### src/sv/integer_to_padded_ascii_core_assert.svh
// ---------------------------------------------------------------------------
// Integer formatter assertion macros
// Clocked on clk, disabled while rst_n is low.
// ---------------------------------------------------------------------------
`ifndef INTEGER_TO_PADDED_ASCII_CORE_ASSERT_SVH
`define INTEGER_TO_PADDED_ASCII_CORE_ASSERT_SVH

// Same-cycle implication.
`define ITPA_ASSERT_IMP(lbl, ante, cons, msg) \
  lbl: assert property (@(posedge clk) disable iff (!rst_n) (ante) |-> (cons)) \
    else $error(msg);

// Next-cycle implication.
`define ITPA_ASSERT_NXT(lbl, ante, cons, msg) \
  lbl: assert property (@(posedge clk) disable iff (!rst_n) (ante) |=> (cons)) \
    else $error(msg);

`endif

### src/sv/itpa_pkg.sv
// ---------------------------------------------------------------------------
// Integer formatter package
// Item types, job record passed front to back, codes and the digit table.
// ---------------------------------------------------------------------------
package itpa_pkg;

  localparam int MAX_DIGITS = 32;

  // radix_code values
  localparam logic [1:0] RADIX_BIN = 2'd0;
  localparam logic [1:0] RADIX_OCT = 2'd1;
  localparam logic [1:0] RADIX_DEC = 2'd2;
  localparam logic [1:0] RADIX_HEX = 2'd3;

  // length_mode values
  localparam logic [1:0] LEN_NONE = 2'd0;
  localparam logic [1:0] LEN_H    = 2'd1;
  localparam logic [1:0] LEN_HH   = 2'd2;
  localparam logic [1:0] LEN_L    = 2'd3;

  // field layout
  localparam logic [1:0] ORDER_RIGHT = 2'd0;
  localparam logic [1:0] ORDER_LEFT  = 2'd1;
  localparam logic [1:0] ORDER_ZERO  = 2'd2;

  localparam logic [31:0] MASK_H      = 32'h0000FFFF;
  localparam logic [31:0] MASK_HH     = 32'h000000FF;
  localparam logic [31:0] DIV10_RECIP = 32'hCCCCCCCD;  // q = (x * R) >> 35

  localparam logic [7:0] CH_MINUS = 8'h2D;
  localparam logic [7:0] CH_PLUS  = 8'h2B;
  localparam logic [7:0] CH_SPACE = 8'h20;
  localparam logic [7:0] CH_ZERO  = 8'h30;

  typedef struct packed {
    logic [31:0] value_in;
    logic        signed_mode;
    logic [1:0]  radix_code;
    logic        uppercase;
    logic [1:0]  length_mode;
    logic [6:0]  min_width;
    logic        align_left;
    logic        pad_zeros;
    logic        force_plus;
    logic        blank_plus;
  } in_item_t;

  typedef struct packed {
    logic [7:0] char_out;
    logic       last;
  } out_item_t;

  // One formatted item: digits least significant first.
  typedef struct packed {
    logic [MAX_DIGITS-1:0][3:0] digs;
    logic [5:0]                 ndig;
    logic                       upper;
    logic                       has_sign;
    logic [7:0]                 sign_byte;
    logic [6:0]                 pad;
    logic [1:0]                 order;
  } job_t;

  typedef struct packed {
    logic full;
    logic empty;
  } q_status_t;

  function automatic logic [7:0] digit_char(input logic [3:0] d, input logic up);
    logic [7:0] base;
    base = up ? 8'h37 : 8'h57;  // 'A' - 10, 'a' - 10
    if (d < 4'd10) begin
      digit_char = CH_ZERO + {4'h0, d};
    end else begin
      digit_char = base + {4'h0, d};
    end
  endfunction

endpackage

### src/sv/itpa_back.sv
// ---------------------------------------------------------------------------
// Integer formatter character sequencer
// Walks a job's field to an output reg, one char per cycle unless stalled.
// ---------------------------------------------------------------------------
module itpa_back (
  input  logic                 clk,
  input  logic                 rst_n,
  input  itpa_pkg::job_t       head,
  input  itpa_pkg::q_status_t  q_status,
  output logic                 q_pop,
  output logic                 out_valid,
  input  logic                 out_ready,
  output itpa_pkg::out_item_t  out_data
);

  localparam logic [1:0] SEG_SIGN = 2'd0;
  localparam logic [1:0] SEG_PAD  = 2'd1;
  localparam logic [1:0] SEG_DIG  = 2'd2;

  logic                       busy_r;
  logic [6:0]                 pos_r, b1_r, b2_r, lastpos_r, dend_r;
  logic [1:0]                 k0_r, k1_r, k2_r;
  logic [7:0]                 padc_r, sign_r;
  logic                       upper_r;
  logic [itpa_pkg::MAX_DIGITS-1:0][3:0] digs_r;
  logic                       out_valid_r;
  itpa_pkg::out_item_t        out_data_r;

  logic [6:0] hs, nd, pd, total;
  logic [6:0] b1, b2, dstart;
  logic [1:0] k0, k1, k2;
  logic [7:0] padc;
  logic       advance;
  logic [1:0] kind;
  logic [6:0] didx;
  logic [7:0] ch;

  assign q_pop   = !busy_r && !q_status.empty;
  assign advance = busy_r && (!out_valid_r || out_ready);

  assign hs    = {6'd0, head.has_sign};
  assign nd    = {1'b0, head.ndig};
  assign pd    = head.pad;
  assign total = hs + nd + pd;

  // Segment layout for the job at the head of the queue.
  always_comb begin
    case (head.order)
      itpa_pkg::ORDER_LEFT: begin
        k0 = SEG_SIGN; k1 = SEG_DIG; k2 = SEG_PAD;
        b1 = hs; b2 = hs + nd; dstart = hs; padc = itpa_pkg::CH_SPACE;
      end
      itpa_pkg::ORDER_ZERO: begin
        k0 = SEG_SIGN; k1 = SEG_PAD; k2 = SEG_DIG;
        b1 = hs; b2 = hs + pd; dstart = hs + pd; padc = itpa_pkg::CH_ZERO;
      end
      default: begin
        k0 = SEG_PAD; k1 = SEG_SIGN; k2 = SEG_DIG;
        b1 = pd; b2 = pd + hs; dstart = pd + hs; padc = itpa_pkg::CH_SPACE;
      end
    endcase
  end

  always_ff @(posedge clk) begin
    if (q_pop) begin
      pos_r     <= 7'd0;
      b1_r      <= b1;
      b2_r      <= b2;
      k0_r      <= k0;
      k1_r      <= k1;
      k2_r      <= k2;
      padc_r    <= padc;
      sign_r    <= head.sign_byte;
      upper_r   <= head.upper;
      digs_r    <= head.digs;
      lastpos_r <= total - 7'd1;
      dend_r    <= dstart + nd - 7'd1;
    end else if (advance) begin
      pos_r <= pos_r + 7'd1;
    end
  end

  assign kind = (pos_r < b1_r) ? k0_r : ((pos_r < b2_r) ? k1_r : k2_r);
  assign didx = dend_r - pos_r;

  always_comb begin
    case (kind)
      SEG_SIGN: ch = sign_r;
      SEG_PAD:  ch = padc_r;
      default:  ch = itpa_pkg::digit_char(digs_r[didx[4:0]], upper_r);
    endcase
  end

  always_ff @(posedge clk) begin
    if (!rst_n) begin
      busy_r      <= 1'b0;
      out_valid_r <= 1'b0;
    end else begin
      if (q_pop) begin
        busy_r <= 1'b1;
      end else if (advance && (pos_r == lastpos_r)) begin
        busy_r <= 1'b0;
      end
      if (advance) begin
        out_valid_r <= 1'b1;
      end else if (out_ready) begin
        out_valid_r <= 1'b0;
      end
    end
  end

  always_ff @(posedge clk) begin
    if (advance) begin
      out_data_r.char_out <= ch;
      out_data_r.last     <= (pos_r == lastpos_r);
    end
  end

  assign out_valid = out_valid_r;
  assign out_data  = out_data_r;

endmodule

### config.mk
export PLATFORM = sky130hd
export DESIGN_NAME = itpa_back
export DESIGN_NICKNAME = d
export VERILOG_FILES = /design/src/sv/integer_to_padded_ascii_core_assert.svh /design/src/sv/itpa_pkg.sv /design/src/sv/itpa_back.sv
export SDC_FILE = /design/constraint.sdc
export NUM_CORES = 1
export LEC_CHECK = 0
export BUFFER_PORTS_ARGS = -buffer_cell sky130_fd_sc_hd__buf_2
export CORE_AREA = 2 2 175 177
export DETAILED_ROUTE_END_ITERATION = 16
export DIE_AREA = 0 0 177 179
export MAX_ROUTING_LAYER = met4
export PLACE_DENSITY = 0.52
export SYNTH_ARGS = -nofsm -noshare
export SYNTH_HDL_FRONTEND = slang
export SYNTH_SLANG_ARGS = --single-unit
export TNS_END_PERCENT = 5
### constraint.sdc
create_clock -name clk -period 19.6 [get_ports clk]
set_input_delay 4.9 -clock clk [delete_from_list [all_inputs] [get_ports clk]]
set_output_delay 4.9 -clock clk [all_outputs]
set_load 0.03 [all_outputs]
==> reports/summary.json <==
{
  "outcome": "finished clean",
  "critical_path.max_stage_delay_ns": 0.22,
  "post_synth_fa_ha_maj_area_fraction": 0.06887,
  "syn_nets": 730,
  "yosys.cell_count.top_type": "sky130_fd_sc_hd__edfxtp_1",
  "detailedRoute.firstPassIterationCount": 4,
  "yosys.area_share.simple": 0.04768,
  "via_per_inst": 4.287,
  "end_of_flow_core_utilization": 0.3463,
  "placementRows": 64,
  "final-setup-viol-count": 0,
  "post_synth_inst_count": 527,
  "place_hpwl_mm": 12.57,
  "grt_pass1_vias": 4916,
  "pwr_dens_mw_per_mm2": 106.5,
  "final.period_utilization": 0.5248,
  "drv_slew": 0,
  "tritoncts.num_buffers": 17,
  "drive_above_1_share": 0.3241,
  "cp_common_cell": "sky130_fd_sc_hd__buf_2",
  "max-vdd-ir-drop_mv": 0.04867,
  "clkSlewWorstSetupHoldPaths_ns": 0.07,
  "rsz0062_at_grt": "false",
  "yosysTopAreaCellShare": 0.6216,
  "route.final.wire_length_mm": 17.92,
  "die-width_um": 177,
  "total_internal_power_w": 0.0007853,
  "crit_chain": "buf_2 > nor2_4 > buf_2",
  "p_seq_frac": 0.429,
  "final_cell_count_no_fill": 1119,
  "max_slew_headroom": 0.3579,
  "timing.clock.skew_ns": 0.008859,
  "ctsHoldBuffers": 0,
  "start_util": 0.2831,
  "maxCapViolCount": 0,
  "ys_async_sr_fraction": 0,
  "nets": 909,
  "postSynth.topFlopCell": "sky130_fd_sc_hd__edfxtp_1",
  "crit_family": "buffers and inverters",
  "post_cts_setup_buffer_count": 0,
  "clkPwrFrac": 0.316,
  "tritoncts": "yes",
  "power.switching_fraction": 0.2914,
  "drt_iter0_drc": 183,
  "pre_cts_ws_ns": 9.286,
  "worst_path_max_delay_cell": "sky130_fd_sc_hd__buf_2",
  "clock_tree_root_buffer_cell": "sky130_fd_sc_hd__clkbuf_16",
  "critPathArrivalTime_ns": 5.39,
  "initial_antenna_violation_count": 4,
  "post_synth_mux_area_share": 0.1276,
  "number_of_enable_type_register_cells_in_the_synthesized_netlist": 176,
  "final_period_minus_worst_setup_slack_ns": 10.29,
  "grt_max_degree": 174,
  "clock_tree.buffer_depth": 2,
  "critical_path.reg2reg.endpoint": "out_data[7]",
  "ys_ff_latch": 185,
  "synth-xor-area-share": 0.03812,
  "worst_hold_path_startpoint": "out_valid",
  "total_congestion_overflow_after_global_routing": 0,
  "synth_area_leaders": "sky130_fd_sc_hd__edfxtp_1, sky130_fd_sc_hd__ha_1, sky130_fd_sc_hd__mux4_1",
  "core_mm2": 0.03003,
  "setup_cp_type": "input port to output port",
  "register_area_mm2": 0.005465,
  "clkLatencyLatePin_ns": 0.41,
  "global_routing_usage_summed_across_all_routing_layers": 0.1206,
  "place.gp.congestion": 0.7294,
  "power_share_of_the_combinational_group": 0.255,
  "r2r_setup_slack_ns": 15.77,
  "fmaxAchievable_mhz": 97.22,
  "vias": 4797,
  "worst_setup_start_kind": "input port",
  "dieArea_mm2": 0.03168,
  "sinks_on_clock_net": 185,
  "whs_path_depth": 2,
  "final.setup.worst_slack_ns": 9.314,
  "cts.repair.resized": 0,
  "timing.critical_path.to_type": "output port",
  "placedCellCount": 1083,
  "r2r-start": "pos_r[0]",
  "tightestPinTransition_ns": 0.9631,
  "die_h_um": 179,
  "dominant_combinational_cell_family_by_area_after_synthesis": "multiplexers",
  "multi_input_comb_area_mm2": 0.002741,
  "port_buffers": 167,
  "hold-path-endpoint": "out_valid",
  "floorplan.io_pins": 169,
  "power.leakage_nw": 4.117,
  "post_synth_num_cell_types": 51,
  "first_pass_grt_wire_length_mm": 27.31,
  "part_of_the_yosys_area_used_for_sequential_elements": 0.6428,
  "critPathMaxFanout": 3,
  "required_ns": 14.70,
  "syn-mean-instance-area_um2": 16.13,
  "worst_hold_path_type": "flip-flop to flip-flop",
  "syn2layout_area_growth_pct": 22.33,
  "total_switching_power_w": 0.0003229,
  "synth_compound_area_frac": 0.03870,
  "cp.buffers_inverters": 2,
  "fillCellCount": 2918,
  "deepest_level_of_the_cts_h_tree": 4,
  "ff2ff_path_depth": 10,
  "yosysWarnings": 0,
  "routedWlPerCell_um": 16.01,
  "timing.setup.tns_ns": 0,
  "ant_nets": 0,
  "netlist.top_cell.by_area": "sky130_fd_sc_hd__edfxtp_1",
  "timing.final.hold_violations": 0,
  "total_standard_cell_area_after_synthesis_mm2": 0.008502,
  "drc": 0,
  "crit_path_start": "q_status[0]",
  "synth_commonest_cells": "sky130_fd_sc_hd__edfxtp_1, sky130_fd_sc_hd__inv_1, sky130_fd_sc_hd__ha_1"
}
-- metal layers --
layer / share of wire / track usage / up-vias
met5: 0 / - / -
met4: 0.011 / 0.03857 / 0
met3: 0.039 / 0.02311 / 7
met2: 0.49 / 0.1937 / 105
met1: 0.46 / 0.1542 / 2321
li1: - / - / 2364
-- state kept, by name (all words and copies together), names as in the netlist --
register	flops
k0_r	1
sign_r	8
upper_r	1
k2_r	2
k1_r	1
b1_r	7
dend_r	5
digs_r	128
lastpos_r	7
pos_r	7
b2_r	7
out_valid	1
busy_r	1
out_data	9
-- worst register-to-register path, stage by stage, from the launching register on --
cell	delay, ns
sky130_fd_sc_hd__dfxtp_1	0.43
sky130_fd_sc_hd__ha_2	0.26
sky130_fd_sc_hd__fa_2	1.15
sky130_fd_sc_hd__mux4_1	0.44
sky130_fd_sc_hd__mux2i_1	0.29
sky130_fd_sc_hd__a22oi_2	0.15
sky130_fd_sc_hd__nand3_2	0.18
sky130_fd_sc_hd__ha_1	0.22
sky130_fd_sc_hd__and2_1	0.14
sky130_fd_sc_hd__o21ai_1	0.06
sky130_fd_sc_hd__a22o_1	0.26
-- power by group through the flow --
stage	clock, W	combinational, W	sequential [W]
6_report	0.000350	0.000283	0.000476
5_1_grt	0.000377	0.000315	0.000478
4_1_cts	0.000362	0.000293	0.000476
3_5_place_dp	0	0.000292	0.000485
3_3_place_gp	0	0.000292	0.000484
2_1_floorplan	0	0.000207	0.000489
-- cell families (layout without fill, tap and decap cells) --
logic type      Yosys count  count (layout)
buf+inv                  69             261
xor+xnor                 34              34
simple gates             81              81
compound gates           53              53
other cells               0               4
mux                      60              60
flops                   185             185
fa+ha+maj                45              45
-- how the worst max path moves through the flow --
stage,to,slack [ns],cells after the start
2_1_floorplan,q_pop,2.32,1
3_3_place_gp,q_pop,9.28,3
3_5_place_dp,q_pop,9.29,3
4_1_cts,q_pop,9.28,3
5_1_grt,q_pop,9.28,3
6_report,q_pop,9.31,3
-- area by class of cell --
cell class	count	share of cell area
clock buffers	19	0.04163
inverters	57	0.02057
repair buffers	172	0.08518
flip-flops and latches	185	0.5255
clock inverters	13	0.01492
multi-input cells	273	0.2636
well taps	396	0.04764
diodes	4	0.0009625
-- per-stage QoR --
stage / hold WS, ns / power, W / instance area, um^2
floorplan: 0.4605 / 0.0006959 / 8502
global placement: 0.4835 / 0.0007760 / 9802
detailed placement: 0.4955 / 0.0007765 / 9802
CTS: 0.5089 / 0.001131 / 10390
global route: 0.5302 / 0.001171 / 10400
finish: 0.5119 / 0.001108 / 10400
-- cells in the final DEF (no fill, tap or decap), types with 6 or more instances in the layout --
| cell type | count |
|---|---|
| sky130_fd_sc_hd__mux2i_1 | 23 |
| sky130_fd_sc_hd__a21oi_1 | 20 |
| sky130_fd_sc_hd__edfxtp_1 | 176 |
| sky130_fd_sc_hd__nor2_1 | 22 |
| sky130_fd_sc_hd__buf_2 | 167 |
| sky130_fd_sc_hd__mux4_2 | 16 |
| sky130_fd_sc_hd__o21ai_0 | 9 |
| sky130_fd_sc_hd__nand3_1 | 14 |
| sky130_fd_sc_hd__ha_1 | 41 |
| sky130_fd_sc_hd__dfxtp_1 | 9 |
| sky130_fd_sc_hd__mux4_1 | 17 |
| sky130_fd_sc_hd__xnor2_1 | 20 |
| sky130_fd_sc_hd__o21ai_1 | 6 |
| sky130_fd_sc_hd__xor2_1 | 12 |
| sky130_fd_sc_hd__clkbuf_16 | 17 |
| sky130_fd_sc_hd__nand2_1 | 14 |
| sky130_fd_sc_hd__inv_1 | 57 |
| sky130_fd_sc_hd__and2_1 | 9 |
No activity file was read; power rests on OpenSTA's default activity.
