==> src/sv/integer_to_padded_ascii_core_assert.svh <==
// ---------------------------------------------------------------------------
// Integer formatter assertion macros
// Clocked on clk, disabled while rst_n is low.
// ---------------------------------------------------------------------------
`ifndef INTEGER_TO_PADDED_ASCII_CORE_ASSERT_SVH
`define INTEGER_TO_PADDED_ASCII_CORE_ASSERT_SVH

// Same-cycle implication.
`define ITPA_ASSERT_IMP(lbl, ante, cons, msg) \
  lbl: assert property (@(posedge clk) disable iff (!rst_n) (ante) |-> (cons)) \
    else $error(msg);

// Next-cycle implication.
`define ITPA_ASSERT_NXT(lbl, ante, cons, msg) \
  lbl: assert property (@(posedge clk) disable iff (!rst_n) (ante) |=> (cons)) \
    else $error(msg);

`endif

==> src/sv/itpa_pkg.sv <==
// ---------------------------------------------------------------------------
// Integer formatter package
// Item types, job record passed front to back, codes and the digit table.
// ---------------------------------------------------------------------------
package itpa_pkg;

  localparam int MAX_DIGITS = 32;

  // radix_code values
  localparam logic [1:0] RADIX_BIN = 2'd0;
  localparam logic [1:0] RADIX_OCT = 2'd1;
  localparam logic [1:0] RADIX_DEC = 2'd2;
  localparam logic [1:0] RADIX_HEX = 2'd3;

  // length_mode values
  localparam logic [1:0] LEN_NONE = 2'd0;
  localparam logic [1:0] LEN_H    = 2'd1;
  localparam logic [1:0] LEN_HH   = 2'd2;
  localparam logic [1:0] LEN_L    = 2'd3;

  // field layout
  localparam logic [1:0] ORDER_RIGHT = 2'd0;
  localparam logic [1:0] ORDER_LEFT  = 2'd1;
  localparam logic [1:0] ORDER_ZERO  = 2'd2;

  localparam logic [31:0] MASK_H      = 32'h0000FFFF;
  localparam logic [31:0] MASK_HH     = 32'h000000FF;
  localparam logic [31:0] DIV10_RECIP = 32'hCCCCCCCD;  // q = (x * R) >> 35

  localparam logic [7:0] CH_MINUS = 8'h2D;
  localparam logic [7:0] CH_PLUS  = 8'h2B;
  localparam logic [7:0] CH_SPACE = 8'h20;
  localparam logic [7:0] CH_ZERO  = 8'h30;

  typedef struct packed {
    logic [31:0] value_in;
    logic        signed_mode;
    logic [1:0]  radix_code;
    logic        uppercase;
    logic [1:0]  length_mode;
    logic [6:0]  min_width;
    logic        align_left;
    logic        pad_zeros;
    logic        force_plus;
    logic        blank_plus;
  } in_item_t;

  typedef struct packed {
    logic [7:0] char_out;
    logic       last;
  } out_item_t;

  // One formatted item: digits least significant first.
  typedef struct packed {
    logic [MAX_DIGITS-1:0][3:0] digs;
    logic [5:0]                 ndig;
    logic                       upper;
    logic                       has_sign;
    logic [7:0]                 sign_byte;
    logic [6:0]                 pad;
    logic [1:0]                 order;
  } job_t;

  typedef struct packed {
    logic full;
    logic empty;
  } q_status_t;

  function automatic logic [7:0] digit_char(input logic [3:0] d, input logic up);
    logic [7:0] base;
    base = up ? 8'h37 : 8'h57;  // 'A' - 10, 'a' - 10
    if (d < 4'd10) begin
      digit_char = CH_ZERO + {4'h0, d};
    end else begin
      digit_char = base + {4'h0, d};
    end
  endfunction

endpackage

==> src/sv/itpa_queue.sv <==
// ---------------------------------------------------------------------------
// Integer formatter job queue
// Two-entry queue between front end and character sequencer.
// ---------------------------------------------------------------------------
module itpa_queue (
  input  logic                clk,
  input  logic                rst_n,
  input  logic                push,
  input  itpa_pkg::job_t      push_data,
  input  logic                pop,
  output itpa_pkg::job_t      head,
  output itpa_pkg::q_status_t status
);

  itpa_pkg::job_t slot_r [2];
  logic           wr_ptr_r, rd_ptr_r;
  logic [1:0]     count_r;

  assign head         = slot_r[rd_ptr_r];
  assign status.full  = (count_r == 2'd2);
  assign status.empty = (count_r == 2'd0);

  always_ff @(posedge clk) begin
    if (!rst_n) begin
      wr_ptr_r <= 1'b0;
      rd_ptr_r <= 1'b0;
      count_r  <= 2'd0;
    end else begin
      if (push) wr_ptr_r <= ~wr_ptr_r;
      if (pop)  rd_ptr_r <= ~rd_ptr_r;
      case ({push, pop})
        2'b10:   count_r <= count_r + 2'd1;
        2'b01:   count_r <= count_r - 2'd1;
        default: count_r <= count_r;
      endcase
    end
  end

  always_ff @(posedge clk) begin
    if (push) slot_r[wr_ptr_r] <= push_data;
  end

endmodule

==> config.mk <==
export PLATFORM = sky130hd
export DESIGN_NAME = itpa_queue
export DESIGN_NICKNAME = d
export VERILOG_FILES = /design/src/sv/integer_to_padded_ascii_core_assert.svh /design/src/sv/itpa_pkg.sv /design/src/sv/itpa_queue.sv
export SDC_FILE = /design/constraint.sdc
export NUM_CORES = 1
export LEC_CHECK = 0
export BUFFER_PORTS_ARGS = -buffer_cell sky130_fd_sc_hd__buf_2
export CAP_MARGIN = 15
export CORE_MARGIN = 5
export CORE_UTILIZATION = 47
export DETAILED_ROUTE_END_ITERATION = 10
export GPL_TIMING_DRIVEN = 0
export MAX_ROUTING_LAYER = met4
export PLACE_DENSITY = 0.76
export RECOVER_POWER = 100
export SYNTH_ARGS = -nofsm -noshare
export SYNTH_HDL_FRONTEND = slang
export SYNTH_SLANG_ARGS = --single-unit
export TNS_END_PERCENT = 10
==> constraint.sdc <==
create_clock -name clk -period 9.2 [get_ports clk]
set_clock_uncertainty 0.1 [all_clocks]
set_input_delay 1.84 -clock clk [delete_from_list [all_inputs] [get_ports clk]]
set_output_delay 1.84 -clock clk [all_outputs]
set_load 0.1 [all_outputs]
==> flow_summary.json, run 1 <==
{
  "grt_setup_unrepaired": "no",
  "finalWirelength_mm": 22.73,
  "cp.buffers_inverters": 2,
  "tns_ns": 0,
  "die_h_um": 166.6,
  "finalCriticalPeriod_ns": 6.129,
  "synth_fa_ha_area_frac": 0.001086,
  "status": "finished with violations",
  "n_fill_cell": 1962,
  "core_um2": 24250,
  "tritoncts": "built",
  "synth-xor-area-share": 0.002280,
  "min_path_type": "reg2reg",
  "maxCapViolCount": 7,
  "yosysUniqueCellTypes": 18,
  "clkTransAtPathRegs_ns": 0.06,
  "antenna_found_initial": 3,
  "grt_overflow": 0,
  "async_reset_ff_frac": 0,
  "crit_chain": "clkbuf_1 -> and2_0 -> clkbuf_1",
  "port_buffers": 311,
  "violations": "max-capacitance violations, max-slew violations",
  "cp_slowest_cell": "clkbuf_1",
  "clk_path_buf_depth": 3,
  "startpoint_type": "input port",
  "synth_top_family_by_area": "multiplexers",
  "ant_nets": 0,
  "syn_nets": 656,
  "final_cell_mix": "306 x edfxtp_1, 234 x clkbuf_1, 104 x buf_2, 83 x mux2_2, 70 x mux2_4",
  "synth-edff-count": 306,
  "syn_inst": 498,
  "nets": 1007,
  "finalWeightedCongestion": 0.7388,
  "yosys_register_bits": 311,
  "postCtsSetupRepairBufs": 0,
  "slew_headroom": -1.447,
  "cts_resized": 0,
  "synth_seq_area_share": 0.8059,
  "cts_hold_buf": 0,
  "dp_cells": 1140,
  "first_pass_iters": 4,
  "synth_area_um2": 11530,
  "drt-initial-drc-count": 359,
  "worst_pin_slew_ns": 3.671,
  "instances_no_fill": 1199,
  "clock_sinks": 311,
  "grt_max_degree": 66,
  "powerDensity_nw_per_um2": 255.6,
  "layout_commonest_cell": "edfxtp_1",
  "post_drt_wl_per_cell_um": 18.96,
  "dieArea_um2": 27760,
  "rows": 57,
  "critical_path_arrival_ns": 6.08,
  "grt_pass1_vias": 6236,
  "vias": 5827,
  "drc_errors": 0,
  "ir_drop_uv": 203.6,
  "cp-end-kind": "register",
  "hpwl_mm": 15.83,
  "areaGrowthSynthToFinish_pct": 22.76,
  "cp_common_cell": "clkbuf_1",
  "synth_warnings": 0,
  "syn_avg_cell_area_um2": 23.14,
  "synth_compound_area_frac": 0.001737,
  "fp.dieW_um": 166.6,
  "required_ns": 9.16,
  "setup_viol": 0,
  "maxSlewViolCount": 246,
  "drive_above_1_share": 0.3498,
  "clk-insertion-delay-late_ns": 0.54,
  "max_freq_ghz": 0.1632,
  "crit_fanout": 63,
  "min_period_over_period": 0.6662,
  "htree_num_levels": 1,
  "yosys_most_used_dff": "edfxtp_1",
  "max_stage_delay_ns": 2.65,
  "numCtsBuffers": 31,
  "synthSimpleGateAreaFrac": 0.004668,
  "hold_viol": 0,
  "cp_top_family": "buffers and inverters",
  "io_pins": 312,
  "gr-usage-all-layers": 0.1604,
  "via_per_inst": 4.860,
  "power_leakage_nw": 4.962,
  "grt_pass1_wl_mm": 34.28,
  "crit_type": "in2reg",
  "root_buffer": "clkbuf_16",
  "initial_core_util": 0.4753,
  "yosys-mux-area-fraction": 0.1723
}
==> per-layer routing <==
metal  GRT usage  up-vias  wire [um]
met3     0.04195       48       1740
met1      0.1875     2855       8622
met4     0.04803        0        738
li1            -     2690          -
met2      0.2748      234      11630
met5           -        -          0
==> final timing paths <==
| kind | cells after the start | to | startpoint | slack [ns] |
|---|---|---|---|---|
| setup / recovery | 3 | slot_r[1][103] | push | 3.07 |
| hold / removal | 2 | count_r[1] | count_r[1] | 0.45 |
| setup reg to reg | 2 | slot_r[1][103] | wr_ptr_r | 4.17 |
| hold reg to reg | 2 | count_r[1] | count_r[1] | 0.45 |
==> cell families (layout without fill, tap and decap cells) <==
logic type	count (synthesis)	count (layout)
buf+inv	18	392
mux	153	153
other cells	0	3
xor+xnor	3	3
fa+ha+maj	1	1
compound gates	3	3
flops	311	311
simple gates	9	9
==> worst min-delay path, stage by stage, from the launching register on <==
cell and delay (ns):
dfxtp_1 0.34, o21ai_0 0.08, a21boi_0 0.09
==> metrics by stage <==
stage / total power [W] / utilization / hold slack (ns) / instance area [um2] / setup WS [ns]
after global routing: 0.003755 / 0.5835 / 0.5101 / 14150 / 2.598
after floorplan: 0.002391 / - / 0.3662 / 11530 / 0.09145
final: 0.003616 / 0.5835 / 0.4521 / 14150 / 3.071
after CTS: 0.003692 / 0.6022 / 0.4299 / 14600 / 5.010
after detailed placement: 0.002528 / 0.5634 / 0.4211 / 13660 / 5.377
after global placement: 0.002528 / 0.5562 / 0.3867 / 13490 / -3.654
==> synth_stat cells (all sizes together) (2+ instances only) <==
library cell	n	area share
edfxtp	306	0.80
mux2	153	0.17
buf	17	0.012
dfxtp	5	0.0087
and2	4	0.0022
nor2	2	0.00065
xnor2	2	0.0015
==> state kept, by name (all words and copies together) (netlist names), named ones only <==
| signal | flops |
|---|---|
| count_r | 2 |
| rd_ptr_r | 1 |
| wr_ptr_r | 1 |
| slot_r | 306 |
==> report_power, final <==
part           internal (W)  switching [W]  total [W]
registers           0.00164      0.0000170    0.00166
logic              0.000145       0.000658   0.000802
clock network      0.000668       0.000486    0.00115
total               0.00246        0.00116    0.00362
==> area by class of cell <==
class | count | area (um2) | share of cell area
multi-input combinational | 169 | 2098 | 0.1483
buffer | 17 | 63.81 | 0.004510
inverter | 1 | 3.754 | 0.0002653
timing repair buffer | 318 | 1340 | 0.09470
clock buffer | 35 | 790.8 | 0.05588
sequential | 311 | 9289 | 0.6565
clock inverter | 21 | 151.4 | 0.01070
tap | 324 | 405.4 | 0.02865
antenna | 3 | 7.507 | 0.0005306
No activity file was read; power rests on OpenSTA's default activity.
==> inputs of run 2 (changes only) <==
CORE_UTILIZATION = 52   (was 47)
PLACE_DENSITY = 0.79   (was 0.76)
clock period = 6 ns   (was 9.2 ns; I/O delays follow)
==> run 2 against run 1 <==
Against the previous run: the run still ends with max-capacitance violations, max-slew violations left; cell count fell by 3.7%; global-route usage rose by 1.9 points; via count fell by 0.21%; design area rose by 0.72%; largest cell class unchanged; first-iteration DRC count fell by 34%; critical endpoint is now slot_r[1][105]; utilization rose by 6.9 points; die area fell by 9.1%; sequential power rose by 53%; worst hold slack got worse by 0.035 ns; power rose by 53%.
==> flow_summary.json, run 2 (synthesized netlist as in run 1, its figures left out) <==
{
  "grt_setup_unrepaired": "no",
  "min_path_type": "reg2reg",
  "crit_fanout": 63,
  "min_path_cells": 2,
  "core_um2": 21820,
  "drt-initial-drc-count": 238,
  "min_period_over_period": 0.7484,
  "n_fill_cell": 1580,
  "largest-register": "slot_r",
  "clk_path_buf_depth": 3,
  "required_ns": 6.03,
  "final_util": 0.6530,
  "reg2reg_depth": 2,
  "fp.dieW_um": 158.9,
  "clkTransAtPathRegs_ns": 0.06,
  "worst_pin_slew_ns": 2.271,
  "tritoncts": "built",
  "top_regs": "slot_r x306, count_r x2",
  "power.share.combinational": 0.226,
  "antenna_found_initial": 4,
  "power.share.switching": 0.3186,
  "nets": 1007,
  "grt_pass1_vias": 6328,
  "clk-insertion-delay-late_ns": 0.52,
  "regArea_um2": 9289,
  "hold_viol": 0,
  "power_frac_seq": 0.459,
  "layout_commonest_cell": "edfxtp_1",
  "powerDensity_nw_per_um2": 389.0,
  "via_per_inst": 5.035,
  "initial_core_util": 0.5282,
  "port_buffers": 311,
  "areaGrowthSynthToFinish_pct": 23.64,
  "root_buffer": "clkbuf_16",
  "violations": "max-capacitance violations, max-slew violations",
  "grt_overflow": 0,
  "cp-end-kind": "register",
  "finalWirelength_mm": 22.85,
  "dieArea_um2": 25240,
  "grt_max_degree": 64,
  "drc_errors": 0,
  "status": "finished with violations",
  "max_freq_ghz": 0.2227,
  "setup_viol": 0,
  "critical_path_arrival_ns": 4.52,
  "grt_pass1_wl_mm": 34.74,
  "first_pass_iters": 4,
  "multiInputGateArea_um2": 2098,
  "maxCapViolCount": 5,
  "hpwl_mm": 16.33,
  "htree_num_levels": 1,
  "power_leakage_nw": 5.172,
  "final_cell_mix": "306 x edfxtp_1, 170 x buf_2, 157 x clkbuf_1, 83 x mux2_2, 70 x mux2_4",
  "p_clk_frac": 0.315,
  "cts_hold_buf": 0,
  "finalWeightedCongestion": 0.7372,
  "gr-usage-all-layers": 0.1791,
  "maxSlewViolCount": 213,
  "io_pins": 312,
  "design_area_um2": 14250,
  "ant_nets": 0,
  "vias": 5815,
  "clock_sinks": 311,
  "finalCriticalPeriod_ns": 4.490,
  "numCtsBuffers": 31,
  "post_dp_cell_area_um2": 13600,
  "switchingPower_w": 0.001766,
  "rows": 54,
  "die_h_um": 158.9,
  "drive_above_1_share": 0.4282,
  "postCtsSetupRepairBufs": 0,
  "startpoint_type": "input port",
  "ir_drop_uv": 297.9,
  "post_drt_wl_per_cell_um": 19.78,
  "cts_resized": 0,
  "slew_headroom": -0.5147,
  "intPower_w": 0.003777,
  "crit_type": "in2reg",
  "largest_reg_flops": 306
}
## run 2: cell types whose count changed in the layout (fill, tap and decap cells not counted), sizes merged
cell      change
buf          +76
clkbuf       -75
clkinv        -2
clkinvlp      +1
diode         +1
inv           -1
## run 2: layout make-up
cell class / instances / share of cell area
flip-flops and latches: 311 / 0.6518
multi-input cells: 169 / 0.1472
repair buffers: 318 / 0.1023
clock buffers: 36 / 0.05575
well taps: 280 / 0.02458
clock inverters: 19 / 0.009219
plain buffers: 17 / 0.008165
diodes: 4 / 0.0007024
inverters: 1 / 0.0002634
## run 2: power groups by stage
stage / Sequential (W) / Combinational [W] / Clock, W
floorplan: 0.00259 / 0.00107 / 0
detailed placement: 0.00259 / 0.00129 / 0
finish: 0.00254 / 0.00125 / 0.00175
CTS: 0.00254 / 0.00130 / 0.00179
global placement: 0.00260 / 0.00126 / 0
global route: 0.00255 / 0.00129 / 0.00191
## run 2: critical path, stage by stage
cell	delay [ns]
clkbuf_1	0.13
and2_0	1.68
clkbuf_2	1.43
## run 2: path summary, 6_finish.rpt
path / start / endpoint / slack (ns)
setup / recovery: push / slot_r[1][105] / 1.51
hold / removal: count_r[1] / count_r[1] / 0.42
setup reg to reg: wr_ptr_r / slot_r[1][105] / 1.98
hold reg to reg: count_r[1] / count_r[1] / 0.42
## run 2: per-stage QoR
stage               setup TNS [ns]  std cells  hold WS, ns  setup slack (ns)  total power (W)
global placement           -487.41       1089       0.3851            -1.936         0.003863
detailed placement               0       1096       0.3960             3.036         0.003877
floorplan                        0        498       0.3662            0.2221         0.003659
CTS                              0       1151       0.4144             2.497         0.005628
finish                           0       1155       0.4166             1.510         0.005543
global route                     0       1155       0.4713             1.264         0.005748
## run 2: routing by layer
metal,track usage,up-vias,share of wire
met5,-,-,0
met4,0.02792,0,0.011
met3,0.06350,21,0.095
met2,0.3210,225,0.54
met1,0.1964,2875,0.36
li1,-,2694,-
